===== src/hw/rtl/wpd_pkg.sv =====
// package for the worker pool dispatcher: sizes, codes, beat and command types
// used by every module of the block, depends on nothing else
package wpd_pkg;

  localparam int unsigned MaxBarbers = 16;
  localparam int unsigned MaxSeats   = 16;
  localparam int unsigned CustBits   = 8;

  localparam int unsigned BarberW  = $clog2(MaxBarbers);
  localparam int unsigned SeatW    = $clog2(MaxSeats);
  localparam int unsigned BCountW  = $clog2(MaxBarbers + 1);
  localparam int unsigned SCountW  = $clog2(MaxSeats + 1);
  localparam int unsigned CfgW     = 5;
  localparam int unsigned CfgIdxW  = 1;

  localparam logic [CfgIdxW-1:0] CfgBarbers = 1'b0;
  localparam logic [CfgIdxW-1:0] CfgSeats   = 1'b1;

  localparam logic [CfgW-1:0] BarbersReset = 5'd1;
  localparam logic [CfgW-1:0] SeatsReset   = 5'd4;

  typedef enum logic [1:0] {
    ACT_ARRIVE  = 2'd0,
    ACT_REQUEST = 2'd1,
    ACT_FINISH  = 2'd2
  } action_e;

  typedef enum logic [2:0] {
    ST_DIRECT  = 3'd0,
    ST_QUEUED  = 3'd1,
    ST_AWAY    = 3'd2,
    ST_IDLES   = 3'd3,
    ST_STARTS  = 3'd4,
    ST_DONE    = 3'd5,
    ST_INVALID = 3'd6
  } status_e;

  typedef struct packed {
    logic [1:0]          action;
    logic [CustBits-1:0] customer_id;
    logic [BarberW-1:0]  worker_id;
  } in_item_t;

  typedef struct packed {
    status_e             status;
    logic [CustBits-1:0] served_customer;
    logic [BarberW-1:0]  served_barber;
    logic [SCountW-1:0]  queue_count;
    logic [BCountW-1:0]  idle_count;
  } out_item_t;

  typedef struct packed {
    logic                push;
    logic                pop;
    logic [CustBits-1:0] cust;
  } wait_cmd_t;

  typedef struct packed {
    logic [SCountW-1:0]  count;
    logic [CustBits-1:0] head_cust;
  } wait_stat_t;

  typedef struct packed {
    logic                free_push;
    logic                free_pop;
    logic                assign_cust;
    logic                release_cust;
    logic [BarberW-1:0]  target_id;
    logic [CustBits-1:0] cust;
  } worker_cmd_t;

  typedef struct packed {
    logic [BCountW-1:0]  idle_count;
    logic [BarberW-1:0]  free_first_id;
    logic                sel_idle;
    logic                sel_busy;
    logic [CustBits-1:0] sel_client;
  } worker_stat_t;

endpackage


===== src/hw/rtl/wpd_wait_queue.sv =====
// circular fifo of waiting customers with head, tail and fill count
// depends on wpd_pkg
module wpd_wait_queue (
  input  logic               clk_i,
  input  logic               rst_ni,
  input  wpd_pkg::wait_cmd_t  cmd_i,
  output wpd_pkg::wait_stat_t stat_o
);

  logic [wpd_pkg::CustBits-1:0] slots_q [wpd_pkg::MaxSeats];
  logic [wpd_pkg::SeatW-1:0]    head_q, head_d, tail_q, tail_d;
  logic [wpd_pkg::SCountW-1:0]  count_q, count_d;

  always_comb begin
    head_d  = head_q;
    tail_d  = tail_q;
    count_d = count_q;
    if (cmd_i.push) begin
      tail_d  = (tail_q == wpd_pkg::SeatW'(wpd_pkg::MaxSeats - 1)) ? '0 : tail_q + 1'b1;
      count_d = count_q + 1'b1;
    end
    if (cmd_i.pop) begin
      head_d  = (head_q == wpd_pkg::SeatW'(wpd_pkg::MaxSeats - 1)) ? '0 : head_q + 1'b1;
      count_d = count_q - 1'b1;
    end
  end

  always_ff @(posedge clk_i or negedge rst_ni) begin
    if (!rst_ni) begin
      head_q  <= '0;
      tail_q  <= '0;
      count_q <= '0;
    end else begin
      head_q  <= head_d;
      tail_q  <= tail_d;
      count_q <= count_d;
    end
  end

  always_ff @(posedge clk_i) begin
    if (cmd_i.push) begin
      slots_q[tail_q] <= cmd_i.cust;
    end
  end

  assign stat_o.count     = count_q;
  assign stat_o.head_cust = slots_q[head_q];

  a_no_push_full : assert property (@(posedge clk_i) disable iff (!rst_ni)
    cmd_i.push |-> count_q < wpd_pkg::SCountW'(wpd_pkg::MaxSeats))
    else $error("push into full wait fifo");

  a_no_pop_empty : assert property (@(posedge clk_i) disable iff (!rst_ni)
    cmd_i.pop |-> count_q != '0)
    else $error("pop from empty wait fifo");

  a_push_counts : assert property (@(posedge clk_i) disable iff (!rst_ni)
    (cmd_i.push && !cmd_i.pop) |=> count_q == $past(count_q) + 1'b1)
    else $error("wait count missed a push");

endmodule


===== src/hw/rtl/wpd_worker_table.sv =====
// idle worker fifo plus per-worker busy, idle and customer registers
// depends on wpd_pkg
module wpd_worker_table (
  input  logic                          clk_i,
  input  logic                          rst_ni,
  input  wpd_pkg::worker_cmd_t           cmd_i,
  input  logic [wpd_pkg::BarberW-1:0]    lookup_id_i,
  output wpd_pkg::worker_stat_t          stat_o
);

  logic [wpd_pkg::BarberW-1:0]  idle_ids_q [wpd_pkg::MaxBarbers];
  logic [wpd_pkg::CustBits-1:0] client_q [wpd_pkg::MaxBarbers];
  logic [wpd_pkg::MaxBarbers-1:0] busy_q, busy_d, idle_q, idle_d;
  logic [wpd_pkg::BarberW-1:0]  head_q, head_d, tail_q, tail_d;
  logic [wpd_pkg::BCountW-1:0]  count_q, count_d;

  always_comb begin
    head_d  = head_q;
    tail_d  = tail_q;
    count_d = count_q;
    busy_d  = busy_q;
    idle_d  = idle_q;
    if (cmd_i.free_push) begin
      tail_d  = (tail_q == wpd_pkg::BarberW'(wpd_pkg::MaxBarbers - 1)) ? '0 : tail_q + 1'b1;
      count_d = count_q + 1'b1;
      idle_d[cmd_i.target_id] = 1'b1;
    end
    if (cmd_i.free_pop) begin
      head_d  = (head_q == wpd_pkg::BarberW'(wpd_pkg::MaxBarbers - 1)) ? '0 : head_q + 1'b1;
      count_d = count_q - 1'b1;
    end
    if (cmd_i.assign_cust) begin
      busy_d[cmd_i.target_id] = 1'b1;
      idle_d[cmd_i.target_id] = 1'b0;
    end
    if (cmd_i.release_cust) begin
      busy_d[cmd_i.target_id] = 1'b0;
    end
  end

  always_ff @(posedge clk_i or negedge rst_ni) begin
    if (!rst_ni) begin
      head_q  <= '0;
      tail_q  <= '0;
      count_q <= '0;
      busy_q  <= '0;
      idle_q  <= '0;
    end else begin
      head_q  <= head_d;
      tail_q  <= tail_d;
      count_q <= count_d;
      busy_q  <= busy_d;
      idle_q  <= idle_d;
    end
  end

  always_ff @(posedge clk_i) begin
    if (cmd_i.free_push) begin
      idle_ids_q[tail_q] <= cmd_i.target_id;
    end
    if (cmd_i.assign_cust) begin
      client_q[cmd_i.target_id] <= cmd_i.cust;
    end
  end

  assign stat_o.idle_count    = count_q;
  assign stat_o.free_first_id = idle_ids_q[head_q];
  assign stat_o.sel_idle      = idle_q[lookup_id_i];
  assign stat_o.sel_busy      = busy_q[lookup_id_i];
  assign stat_o.sel_client    = client_q[lookup_id_i];

  a_no_idle_pop_empty : assert property (@(posedge clk_i) disable iff (!rst_ni)
    cmd_i.free_pop |-> count_q != '0)
    else $error("pop from empty idle fifo");

  a_idle_flags_match : assert property (@(posedge clk_i) disable iff (!rst_ni)
    $countones(idle_q) <= count_q)
    else $error("more idle flags than idle fifo entries");

  a_assigned_is_busy : assert property (@(posedge clk_i) disable iff (!rst_ni)
    cmd_i.assign_cust |=> busy_q[$past(cmd_i.target_id)])
    else $error("assigned worker not marked busy");

endmodule


===== src/hw/rtl/wpd_decide.sv =====
// per-event dispatch decision: fifo and worker commands and the result beat
// depends on wpd_pkg
module wpd_decide (
  input  logic                       fire_i,
  input  wpd_pkg::in_item_t           item_i,
  input  logic [wpd_pkg::CfgW-1:0]    barbers_i,
  input  logic [wpd_pkg::CfgW-1:0]    seats_i,
  input  wpd_pkg::wait_stat_t         wait_stat_i,
  input  wpd_pkg::worker_stat_t       worker_stat_i,
  output wpd_pkg::wait_cmd_t          wait_cmd_o,
  output wpd_pkg::worker_cmd_t        worker_cmd_o,
  output wpd_pkg::out_item_t          result_o
);

  logic [wpd_pkg::BCountW-1:0] eff_barbers;
  logic [wpd_pkg::SCountW-1:0] eff_seats;
  logic                        bid_ok;
  wpd_pkg::wait_cmd_t          wcmd;
  wpd_pkg::worker_cmd_t        kcmd;

  always_comb begin
    if (barbers_i == '0) begin
      eff_barbers = wpd_pkg::BCountW'(1);
    end else if (barbers_i > wpd_pkg::CfgW'(wpd_pkg::MaxBarbers)) begin
      eff_barbers = wpd_pkg::BCountW'(wpd_pkg::MaxBarbers);
    end else begin
      eff_barbers = wpd_pkg::BCountW'(barbers_i);
    end
    if (seats_i > wpd_pkg::CfgW'(wpd_pkg::MaxSeats)) begin
      eff_seats = wpd_pkg::SCountW'(wpd_pkg::MaxSeats);
    end else begin
      eff_seats = wpd_pkg::SCountW'(seats_i);
    end
  end

  assign bid_ok = wpd_pkg::BCountW'(item_i.worker_id) < eff_barbers;

  always_comb begin
    wcmd      = '0;
    wcmd.cust = item_i.customer_id;
    kcmd           = '0;
    kcmd.target_id = item_i.worker_id;
    kcmd.cust      = item_i.customer_id;
    result_o.status          = wpd_pkg::ST_INVALID;
    result_o.served_customer = '0;
    result_o.served_barber   = item_i.worker_id;
    case (item_i.action)
      wpd_pkg::ACT_ARRIVE: begin
        result_o.served_customer = item_i.customer_id;
        if (worker_stat_i.idle_count != '0) begin
          kcmd.free_pop           = 1'b1;
          kcmd.assign_cust        = 1'b1;
          kcmd.target_id          = worker_stat_i.free_first_id;
          result_o.status         = wpd_pkg::ST_DIRECT;
          result_o.served_barber  = worker_stat_i.free_first_id;
        end else if (eff_seats == '0 || wait_stat_i.count >= eff_seats) begin
          result_o.status        = wpd_pkg::ST_AWAY;
          result_o.served_barber = '0;
        end else begin
          wcmd.push              = 1'b1;
          result_o.status        = wpd_pkg::ST_QUEUED;
          result_o.served_barber = '0;
        end
      end
      wpd_pkg::ACT_REQUEST: begin
        if (bid_ok && !worker_stat_i.sel_idle) begin
          if (worker_stat_i.sel_busy) begin
            result_o.status          = wpd_pkg::ST_STARTS;
            result_o.served_customer = worker_stat_i.sel_client;
          end else if (wait_stat_i.count != '0) begin
            wcmd.pop                 = 1'b1;
            kcmd.assign_cust         = 1'b1;
            kcmd.cust                = wait_stat_i.head_cust;
            result_o.status          = wpd_pkg::ST_STARTS;
            result_o.served_customer = wait_stat_i.head_cust;
          end else if (worker_stat_i.idle_count < eff_barbers) begin
            kcmd.free_push  = 1'b1;
            result_o.status = wpd_pkg::ST_IDLES;
          end
        end
      end
      wpd_pkg::ACT_FINISH: begin
        if (bid_ok && worker_stat_i.sel_busy) begin
          kcmd.release_cust        = 1'b1;
          result_o.status          = wpd_pkg::ST_DONE;
          result_o.served_customer = worker_stat_i.sel_client;
        end
      end
      default: begin
        result_o.status = wpd_pkg::ST_INVALID;
      end
    endcase

    if (wcmd.push) begin
      result_o.queue_count = wait_stat_i.count + 1'b1;
    end else if (wcmd.pop) begin
      result_o.queue_count = wait_stat_i.count - 1'b1;
    end else begin
      result_o.queue_count = wait_stat_i.count;
    end
    if (kcmd.free_push) begin
      result_o.idle_count = worker_stat_i.idle_count + 1'b1;
    end else if (kcmd.free_pop) begin
      result_o.idle_count = worker_stat_i.idle_count - 1'b1;
    end else begin
      result_o.idle_count = worker_stat_i.idle_count;
    end

    wait_cmd_o   = fire_i ? wcmd : '0;
    worker_cmd_o = fire_i ? kcmd : '0;
  end

endmodule


===== src/hw/rtl/worker_pool_dispatcher.sv =====
// worker pool dispatcher top level: input register, result register, config
// depends on wpd_pkg, wpd_wait_queue, wpd_worker_table, wpd_decide
//
// events come in on the in_* channel (valid/ready), one beat per event:
// a customer arrival, a worker asking for work or a worker finishing.
// every event gives exactly one result beat on the out_* channel with the
// status, the customer and worker concerned and both fifo fill counts.
// an accepted beat lands in the input register; once the result register
// is empty or taken by the receiver, the dispatch logic reads the wait
// fifo head, the idle fifo head and the worker flags, updates them and
// loads the result register. one beat per cycle is sustained while the
// receiver does not stall, set by the single fifo read-modify-write per event.
// when the receiver stalls, the result register holds and the input
// register holds one more beat; in_ready_o then falls until out_ready_i.
// reset empties both fifos, clears all worker flags and sets the config
// registers to one worker and four seats. config writes take effect at
// once and are meant for idle periods only.
module worker_pool_dispatcher (
  input  logic                          clk_i,
  input  logic                          rst_ni,
  input  logic                          in_valid_i,
  output logic                          in_ready_o,
  input  wpd_pkg::in_item_t              in_item_i,
  output logic                          out_valid_o,
  input  logic                          out_ready_i,
  output wpd_pkg::out_item_t             out_item_o,
  input  logic                          cfg_we_i,
  input  logic [wpd_pkg::CfgIdxW-1:0]   cfg_index_i,
  input  logic [wpd_pkg::CfgW-1:0]      cfg_wdata_i
);

  logic [wpd_pkg::CfgW-1:0] barbers_q, seats_q;
  logic                     in_valid_q, in_valid_d, out_valid_q, out_valid_d;
  wpd_pkg::in_item_t        in_item_q;
  wpd_pkg::out_item_t       out_item_q, result;
  logic                     advance;
  wpd_pkg::wait_cmd_t       wait_cmd;
  wpd_pkg::wait_stat_t      wait_stat;
  wpd_pkg::worker_cmd_t     worker_cmd;
  wpd_pkg::worker_stat_t    worker_stat;

  always_ff @(posedge clk_i or negedge rst_ni) begin
    if (!rst_ni) begin
      barbers_q <= wpd_pkg::BarbersReset;
      seats_q   <= wpd_pkg::SeatsReset;
    end else if (cfg_we_i) begin
      case (cfg_index_i)
        wpd_pkg::CfgBarbers: barbers_q <= cfg_wdata_i;
        wpd_pkg::CfgSeats:   seats_q   <= cfg_wdata_i;
        default: begin
          barbers_q <= barbers_q;
        end
      endcase
    end
  end

  assign advance    = in_valid_q && (!out_valid_q || out_ready_i);
  assign in_ready_o = !in_valid_q || advance;

  always_comb begin
    in_valid_d = in_valid_q;
    if (in_valid_i && in_ready_o) begin
      in_valid_d = 1'b1;
    end else if (advance) begin
      in_valid_d = 1'b0;
    end
    out_valid_d = out_valid_q;
    if (advance) begin
      out_valid_d = 1'b1;
    end else if (out_ready_i) begin
      out_valid_d = 1'b0;
    end
  end

  always_ff @(posedge clk_i or negedge rst_ni) begin
    if (!rst_ni) begin
      in_valid_q  <= 1'b0;
      out_valid_q <= 1'b0;
    end else begin
      in_valid_q  <= in_valid_d;
      out_valid_q <= out_valid_d;
    end
  end

  always_ff @(posedge clk_i) begin
    if (in_valid_i && in_ready_o) begin
      in_item_q <= in_item_i;
    end
    if (advance) begin
      out_item_q <= result;
    end
  end

  wpd_decide u_decide (
    .fire_i        (advance),
    .item_i        (in_item_q),
    .barbers_i     (barbers_q),
    .seats_i       (seats_q),
    .wait_stat_i   (wait_stat),
    .worker_stat_i (worker_stat),
    .wait_cmd_o    (wait_cmd),
    .worker_cmd_o  (worker_cmd),
    .result_o      (result)
  );

  wpd_wait_queue u_wait_queue (
    .clk_i  (clk_i),
    .rst_ni (rst_ni),
    .cmd_i  (wait_cmd),
    .stat_o (wait_stat)
  );

  wpd_worker_table u_worker_table (
    .clk_i       (clk_i),
    .rst_ni      (rst_ni),
    .cmd_i       (worker_cmd),
    .lookup_id_i (in_item_q.worker_id),
    .stat_o      (worker_stat)
  );

  assign out_valid_o = out_valid_q;
  assign out_item_o  = out_item_q;

endmodule


===== config.mk =====
export PLATFORM = sky130hd
export DESIGN_NAME = worker_pool_dispatcher
export DESIGN_NICKNAME = d
export VERILOG_FILES = /design/src/hw/rtl/wpd_pkg.sv /design/src/hw/rtl/wpd_wait_queue.sv /design/src/hw/rtl/wpd_worker_table.sv /design/src/hw/rtl/wpd_decide.sv /design/src/hw/rtl/worker_pool_dispatcher.sv
export SDC_FILE = /design/constraint.sdc
export NUM_CORES = 1
export LEC_CHECK = 0
export ABC_AREA = 1
export BUFFER_PORTS_ARGS = -buffer_cell sky130_fd_sc_hd__buf_2
export CAP_MARGIN = 10
export CORE_AREA = 2 2 256 195
export CTS_BUF_LIST = sky130_fd_sc_hd__clkbuf_4 sky130_fd_sc_hd__clkbuf_8 sky130_fd_sc_hd__clkbuf_16
export CTS_CLUSTER_DIAMETER = 80
export DETAILED_ROUTE_END_ITERATION = 10
export DIE_AREA = 0 0 258 197
export PLACE_DENSITY = 0.54
export SYNTH_ARGS = -nofsm -noshare
export SYNTH_HDL_FRONTEND = slang
export SYNTH_SLANG_ARGS = --single-unit

===== constraint.sdc =====
create_clock -name clk_i -period 3 [get_ports clk_i]
set_input_delay 0 -clock clk_i [delete_from_list [all_inputs] [get_ports clk_i]]
set_output_delay 0 -clock clk_i [all_outputs]
set_load 0.005 [all_outputs]

==> out/results.ini, run 1 <==
[global_route]
antenna_found_initial = 0
grt_first_pass_wirelength_um = 78800
grt_overflow = 0
grtUsageTotal_pct = 20.2
grt_max_degree = 71
grt_pass1_vias = 13200

[die]
die_x_um = 258
dieArea_um2 = 50800
core_area_um2 = 48300
rows = 70
initial_core_util_pct = 39.7
die_h_um = 197
pin_count = 52

[clock_tree]
clock_sinks = 433
clockRootBuffer = clkbuf_16
cts.clk_slew.worst_paths_ns = 0.06
cts_tree = done
clk_latency_ns = 0.59
cts_inserted_buffers = 45
htreeDepth = 2
cts_max_path_buffers = 3

[drt]
drt_iter0_markers = 1513
vias = 13500
vias_per_cell = 5.17
wirelength_um = 51300
wl_per_cell_um = 19.6
ant_nets = 0
drc_errors = 0
drt_first_pass_iters = 6

[synthesis]
syn_avg_cell_area_um2 = 10.8
synth-xor-area-share_pct = 0.915
async_reset_ff_share_pct = 16.2
yosysTopAreaCell = edfxtp_1
netlist_instances = 1779
synth_top_area_share_pct = 56.3
ys_top_cells_by_count = nand2_1 (379), edfxtp_1 (359), inv_1 (177)
synth-seq-cells = 433
synth.mux.area_fraction_pct = 0.680
yosysSeqAreaShare_pct = 65.9
synthSimpleGateAreaFrac_pct = 16.3
synth.most_common_cell = nand2_1
netlist_area_um2 = 19100
yosys_warnings = 0
synth_top_family_by_area = simple AND/OR/NAND/NOR gates
synth_compound_area_share_pct = 8.87
netlist_top_cells_area = edfxtp_1 (56%), dfrtp_1 (8.9%), nand2_1 (7.4%)
synthAdderAreaFrac_pct = 1.70
synthFlopType = edfxtp_1
synth-edff-count = 359
ys_types = 43
syn-num-nets = 1830

[sta]
hold_viol_final = 0
setup_ws_ns = 0.0658
fin_crit_sh_pct = 97.8
period_needed_ns = 2.93
skew_ns = 0.0254
slew_violations = 0
grt_setup_unrepaired = true
finalSetupViolCount = 0
fmax_mhz = 341
tightest_slew_ns = 0.995
max_slew_margin_pct = 33.6

[placement]
gp_congestion = 0.865
dp_slack_ns = -0.0335
io_buffers = 51
dp_hpwl_um = 34200

[power_and_ir_drop]
irDropWorstVdd_mv = 0.396
leakagePower_nw = 9.00
powerDensity_nw_per_um2 = 765
total_power_mw = 17.2

[setup_path]
required_ns = 3.33
worstPathMaxFanout = 16
end_kind = register
cp-start-kind = register
path_class = register to register
arrival_ns = 3.26

[cells_and_area]
n_antenna_cell = 0
fin_util_pct = 46.7
fillers = 4414
multi_input_area_um2 = 5550
layout-drive-gt1-share_pct = 15.1
ff_latch_area_um2 = 12600
nets = 1981
area_growth_pct = 17.8

[min_path]
worst_hold_path_type = primary input to async pin

[job]
max_cap_viol_count = 0

[status]
status = finished, final reports clean

-- state kept, by name, summed over array words and instances, names as in the netlist, named ones only --
| register | count |
|---|---|
| u_wait_queue.head_q | 4 |
| out_valid_o | 1 |
| in_valid_q | 1 |
| u_wait_queue.tail_q | 4 |
| in_item_q | 14 |
| out_item_o | 25 |
| u_worker_table.head_q | 4 |
| u_wait_queue.slots_q | 128 |
| barbers_q | 5 |
| u_wait_queue.count_q | 5 |
| u_worker_table.tail_q | 4 |
| u_worker_table.count_q | 5 |
| u_worker_table.busy_q | 16 |
| u_worker_table.client_q | 128 |
| seats_q | 5 |
| u_worker_table.idle_q | 16 |
| u_worker_table.idle_ids_q | 64 |
-- per-layer routing --
layer  global-route usage [%]  wire, µm
met4                     4.13       741
met1                     31.0     24700
met3                     3.61      3660
met2                     30.0     22200
met5                        0         0
-- cell families (layout without fill, tap and decap cells) --
kind of cell / Yosys count / after routing
simple gates: 741 / 741
flops: 433 / 433
compound gates: 282 / 282
buf+inv: 264 / 449
fa+ha+maj: 26 / 26
xor+xnor: 20 / 20
mux: 13 / 13
-- what timing repair did --
action | in CTS | in global routing
endpoints found under the hold margin | 98 | 0
setup endpoints to repair | 56 | 443
gates resized for setup | 2 | 44
pin swaps | 0 | 0
setup buffers | 0 | 8
hold buffers | 28 | 0
cloned | 0 | 3
-- report_power, final --
part / switching [mW] / total [mW] / internal, mW
logic: 2.92 / 4.35 / 1.43
clock network: 2.37 / 5.47 / 3.10
registers: 0.379 / 7.42 / 7.04
-- per-stage QoR --
stage	hold WS, ns	instance area [µm²]	setup TNS [ns]	instances
2_1_floorplan	-0.296	19100	0	1779
3_3_place_gp	0.176	20600	0	2492
3_5_place_dp	0.178	20600	-1.07	2492
4_1_cts	0.105	22300	0	2601
5_1_grt	0.115	22500	-13.98	2612
6_report	0.111	22500	0	2612
-- cell usage in the layout, fill, tap and decap left out, drive strengths merged, types with 8 or more instances in the layout --
master	netlist	routed
nand2	392	392
edfxtp	359	359
inv	186	186
nor2	183	183
nand3	148	148
buf	31	148
o21ai	114	114
a21oi	81	81
dfrtp	68	68
clkbuf	44	59
dlygate4sd3	0	28
ha	26	26
o32ai	19	19
o211ai	17	17
xor2	17	17
clkinv	3	17
a221oi	16	16
o221ai	15	15
mux2i	13	13
o21a	9	9
nor3	8	8
nand4	8	8
clkinvlp	0	8
-- worst paths after layout --
kind | start | end | slack, ns | cells after the start
worst max-delay path | in_item_q[1] | u_worker_table.client_q[1][7] | 0.07 | 14
worst min-delay path | rst_ni | u_worker_table.idle_q[8] | 0.11 | 2
worst max register to register | in_item_q[1] | u_worker_table.client_q[1][7] | 0.07 | 14
worst min register to register | seats_q[4] | seats_q[4] | 0.49 | 2
max in group asynchronous | rst_ni | u_wait_queue.head_q[1] | 2.15 | 2
min in group clk_i | in_item_i[7] | in_item_q[7] | 0.13 | 2
-- layout make-up --
cell class / instances / share of cell area, %
clock inverter: 23 / 0.855
tap: 648 / 3.60
sequential: 433 / 56.0
timing repair buffer: 178 / 6.24
clock buffer: 58 / 5.48
timing repair inverter: 1 / 0.0222
multi-input combinational: 1082 / 24.6
inverter: 189 / 3.23
-- worst max-delay path: stages (launching register included) --
cell and delay, ns:
edfxtp_1 0.32, buf_4 0.18, clkinvlp_4 0.10, buf_4 0.19, a21oi_1 0.13, o21ai_1 0.08, nand3_1 0.18, nand3_1 0.12
nand2_2 0.17, nor2_2 0.06, nand2_1 0.22, clkinvlp_2 0.41, nand2_1 0.22, o21ai_1 0.11, buf_12 0.17
Power figures use the tool's default switching activity.
==> inputs of run 2 (changes only) <==
- PLACE_DENSITY: 0.54 -> 0.66
==> out/results.ini, run 2 (same netlist as run 1, synthesis figures left out) <==
[clock_tree]
clk_latency_ns = 0.59  ; about the same
cts.clk_slew.worst_paths_ns = 0.07  ; about the same
cts_inserted_buffers = 45  ; unchanged
cts_tree = done
cts_max_path_buffers = 3  ; unchanged
clock_sinks = 433  ; unchanged
clockRootBuffer = clkbuf_16
htreeDepth = 2  ; unchanged

[drt]
wirelength_um = 47800  ; -6.8%
wl_per_cell_um = 18.4  ; -6.4%
drt_first_pass_iters = 5  ; -1
vias = 13600  ; +0.78%
ant_nets = 0  ; unchanged
vias_per_cell = 5.23  ; +1.2%
drt_iter0_markers = 1415  ; -6.5%
drc_errors = 0  ; unchanged

[cells_and_area]
final_common_cell = nand2_1
layout.cells.most_common_list = nand2_1 (375), edfxtp_1 (359), inv_1 (169), nor2_1 (165), nand3_1 (144)
layout-drive-gt1-share_pct = 14.1  ; -1.0 points
postLayoutCellArea_um2 = 22500  ; -0.33%
n_antenna_cell = 0  ; unchanged
reg_top3 = u_wait_queue.slots_q: 128 flops, u_worker_table.client_q: 128 flops, u_worker_table.idle_ids_q: 64 flops
area_growth_pct = 17.4
multi_input_area_um2 = 5490  ; -1.1%
nets = 1969  ; -0.61%
ff_latch_area_um2 = 12600  ; about the same
fillers = 4339  ; -1.7%

[sta]
setup_ws_ns = 0.103  ; +0.0367 ns
hold_viol_final = 0  ; unchanged
tightest_slew_ns = 0.850  ; -0.145 ns
skew_ns = 0.0283  ; +0.00294 ns
max_slew_margin_pct = 43.3  ; +9.7 points
finalSetupTns_ns = 0  ; unchanged
slew_violations = 0  ; unchanged
period_needed_ns = 2.90  ; -0.0367 ns
grt_setup_unrepaired = true
finalSetupViolCount = 0  ; unchanged
fmax_mhz = 345  ; +1.3%
fin_crit_sh_pct = 96.6  ; -1.2 points

[placement]
placed_area_um2 = 20500  ; -0.31%
dp_hpwl_um = 31600  ; -7.6%
io_buffers = 51  ; unchanged
gp_congestion = 0.884  ; +2.2%
dp_slack_ns = 0.108  ; +0.142 ns

[setup_path]
slowest_stage = edfxtp_1
cpPeakStageDelay_ns = 0.48  ; +0.07 ns
path_cells = inv_1, a21oi_1, o21ai_1, nand3_1, nand3_1, nand2_2, nor2_4, nand2_2, nor2_4, nand2_1, nor2_1
worstPathBufferInverterCount = 1  ; -4
cp-start-kind = register
worstPathMaxFanout = 8  ; -8
path_class = register to register
end_kind = register
required_ns = 3.25  ; -0.08 ns
arrival_ns = 3.15  ; -0.11 ns
critPathTopFamily = simple AND/OR/NAND/NOR gates

[min_path]
worst_hold_path_type = primary input to async pin

[power_and_ir_drop]
powerDensity_nw_per_um2 = 774  ; +1.2%
p_seq_share_pct = 42.3  ; -0.8 points
irDropWorstVdd_mv = 0.386  ; -2.3%
sw_frac_of_total_pct = 31.6  ; -1.2 points
p_clk_share_pct = 33.3  ; +1.6 points
power.internal_mw = 11.9  ; +2.7%
pwr-share-comb_pct = 24.4  ; -0.8 points
total_power_mw = 17.4  ; +0.87%
leakagePower_nw = 8.93  ; -0.77%
switchingPower_mw = 5.50  ; -2.9%

[global_route]
antenna_found_initial = 0  ; unchanged
grt_max_degree = 67  ; -5.6%
grt_overflow = 0  ; unchanged
grt_pass1_vias = 13200  ; +0.030%
grt_first_pass_wirelength_um = 74400  ; -5.5%
grtUsageTotal_pct = 18.9  ; -1.3 points

[die]
dieArea_um2 = 50800  ; unchanged
core_area_um2 = 48300  ; unchanged
initial_core_util_pct = 39.7  ; unchanged
pin_count = 52  ; unchanged
rows = 70  ; unchanged
die_h_um = 197  ; unchanged
die_x_um = 258  ; unchanged

[job]
max_cap_viol_count = 0  ; unchanged

[status]
status = finished, final reports clean

## run 2: cell types whose count changed in the layout (fill, tap and decap cells not counted), sizes merged
cell / before / now
buf: 148 / 136
clkbuf: 59 / 57
bufinv: 2 / 6
dlygate4sd3: 28 / 31
clkdlybuf4s15: 1 / 0
inv: 186 / 184
## run 2: layout make-up
| cell class | count | share of cell area, % |
|---|---|---|
| well taps | 648 | 3.61 |
| repair buffers | 167 | 5.70 |
| inverters | 189 | 3.25 |
| clock inverters | 26 | 1.38 |
| clock buffers | 57 | 5.52 |
| flip-flops and latches | 433 | 56.1 |
| multi-input cells | 1082 | 24.4 |
## run 2: power groups by stage
stage	sequential [mW]	clock (mW)	combinational (mW)
2_1_floorplan	7.35	0	2.93
5_1_grt	7.41	6.11	4.74
4_1_cts	7.35	5.89	4.19
6_report	7.35	5.79	4.25
3_3_place_gp	7.46	0	4.07
3_5_place_dp	7.47	0	4.12
## run 2: repair_timing
item                                    CTS  global route
hold endpoints to repair                 89             0
hold buffers                             31             0
buffers inserted                          0             1
endpoints found under the setup margin    0           388
resized for setup                         0            21
## run 2: routing by layer
| metal | vias to the layer above | global-route usage [%] | share of wire [%] |
|---|---|---|---|
| li1 | 6397 | - | - |
| met1 | 6625 | 26.6 | 45 |
| met2 | 518 | 29.2 | 45 |
| met3 | 81 | 4.28 | 7.5 |
| met4 | 0 | 5.87 | 2.6 |
| met5 | - | 0 | 0 |
## run 2: worst reg2reg max path: stages (launching register included)
cell,delay (ns)
edfxtp_1,0.48
inv_1,0.42
a21oi_1,0.10
o21ai_1,0.12
nand3_1,0.19
nand3_1,0.13
nand2_2,0.13
nor2_4,0.14
nand2_2,0.08
nor2_4,0.19
nand2_1,0.24
nor2_1,0.33
## run 2: metrics by stage
step	cells	utilization (%)	hold WS, ns
3_3_place_gp	2487	42.6	0.139
4_1_cts	2601	46.4	0.101
3_5_place_dp	2487	42.6	0.151
5_1_grt	2602	46.6	0.127
2_1_floorplan	1779	-	-0.296
6_report	2602	46.6	0.0727
## run 2: worst paths after layout
kind	cells after the start	start	slack, ns	end
setup / recovery	11	in_item_q[1]	0.10	u_worker_table.idle_ids_q[5][2]
hold / removal	2	rst_ni	0.07	u_worker_table.idle_q[10]
setup reg to reg	11	in_item_q[1]	0.10	u_worker_table.idle_ids_q[5][2]
hold reg to reg	2	seats_q[4]	0.48	seats_q[4]
max in group asynchronous	3	rst_ni	2.25	u_worker_table.busy_q[1]
min in group clk_i	2	in_item_i[11]	0.13	in_item_q[11]
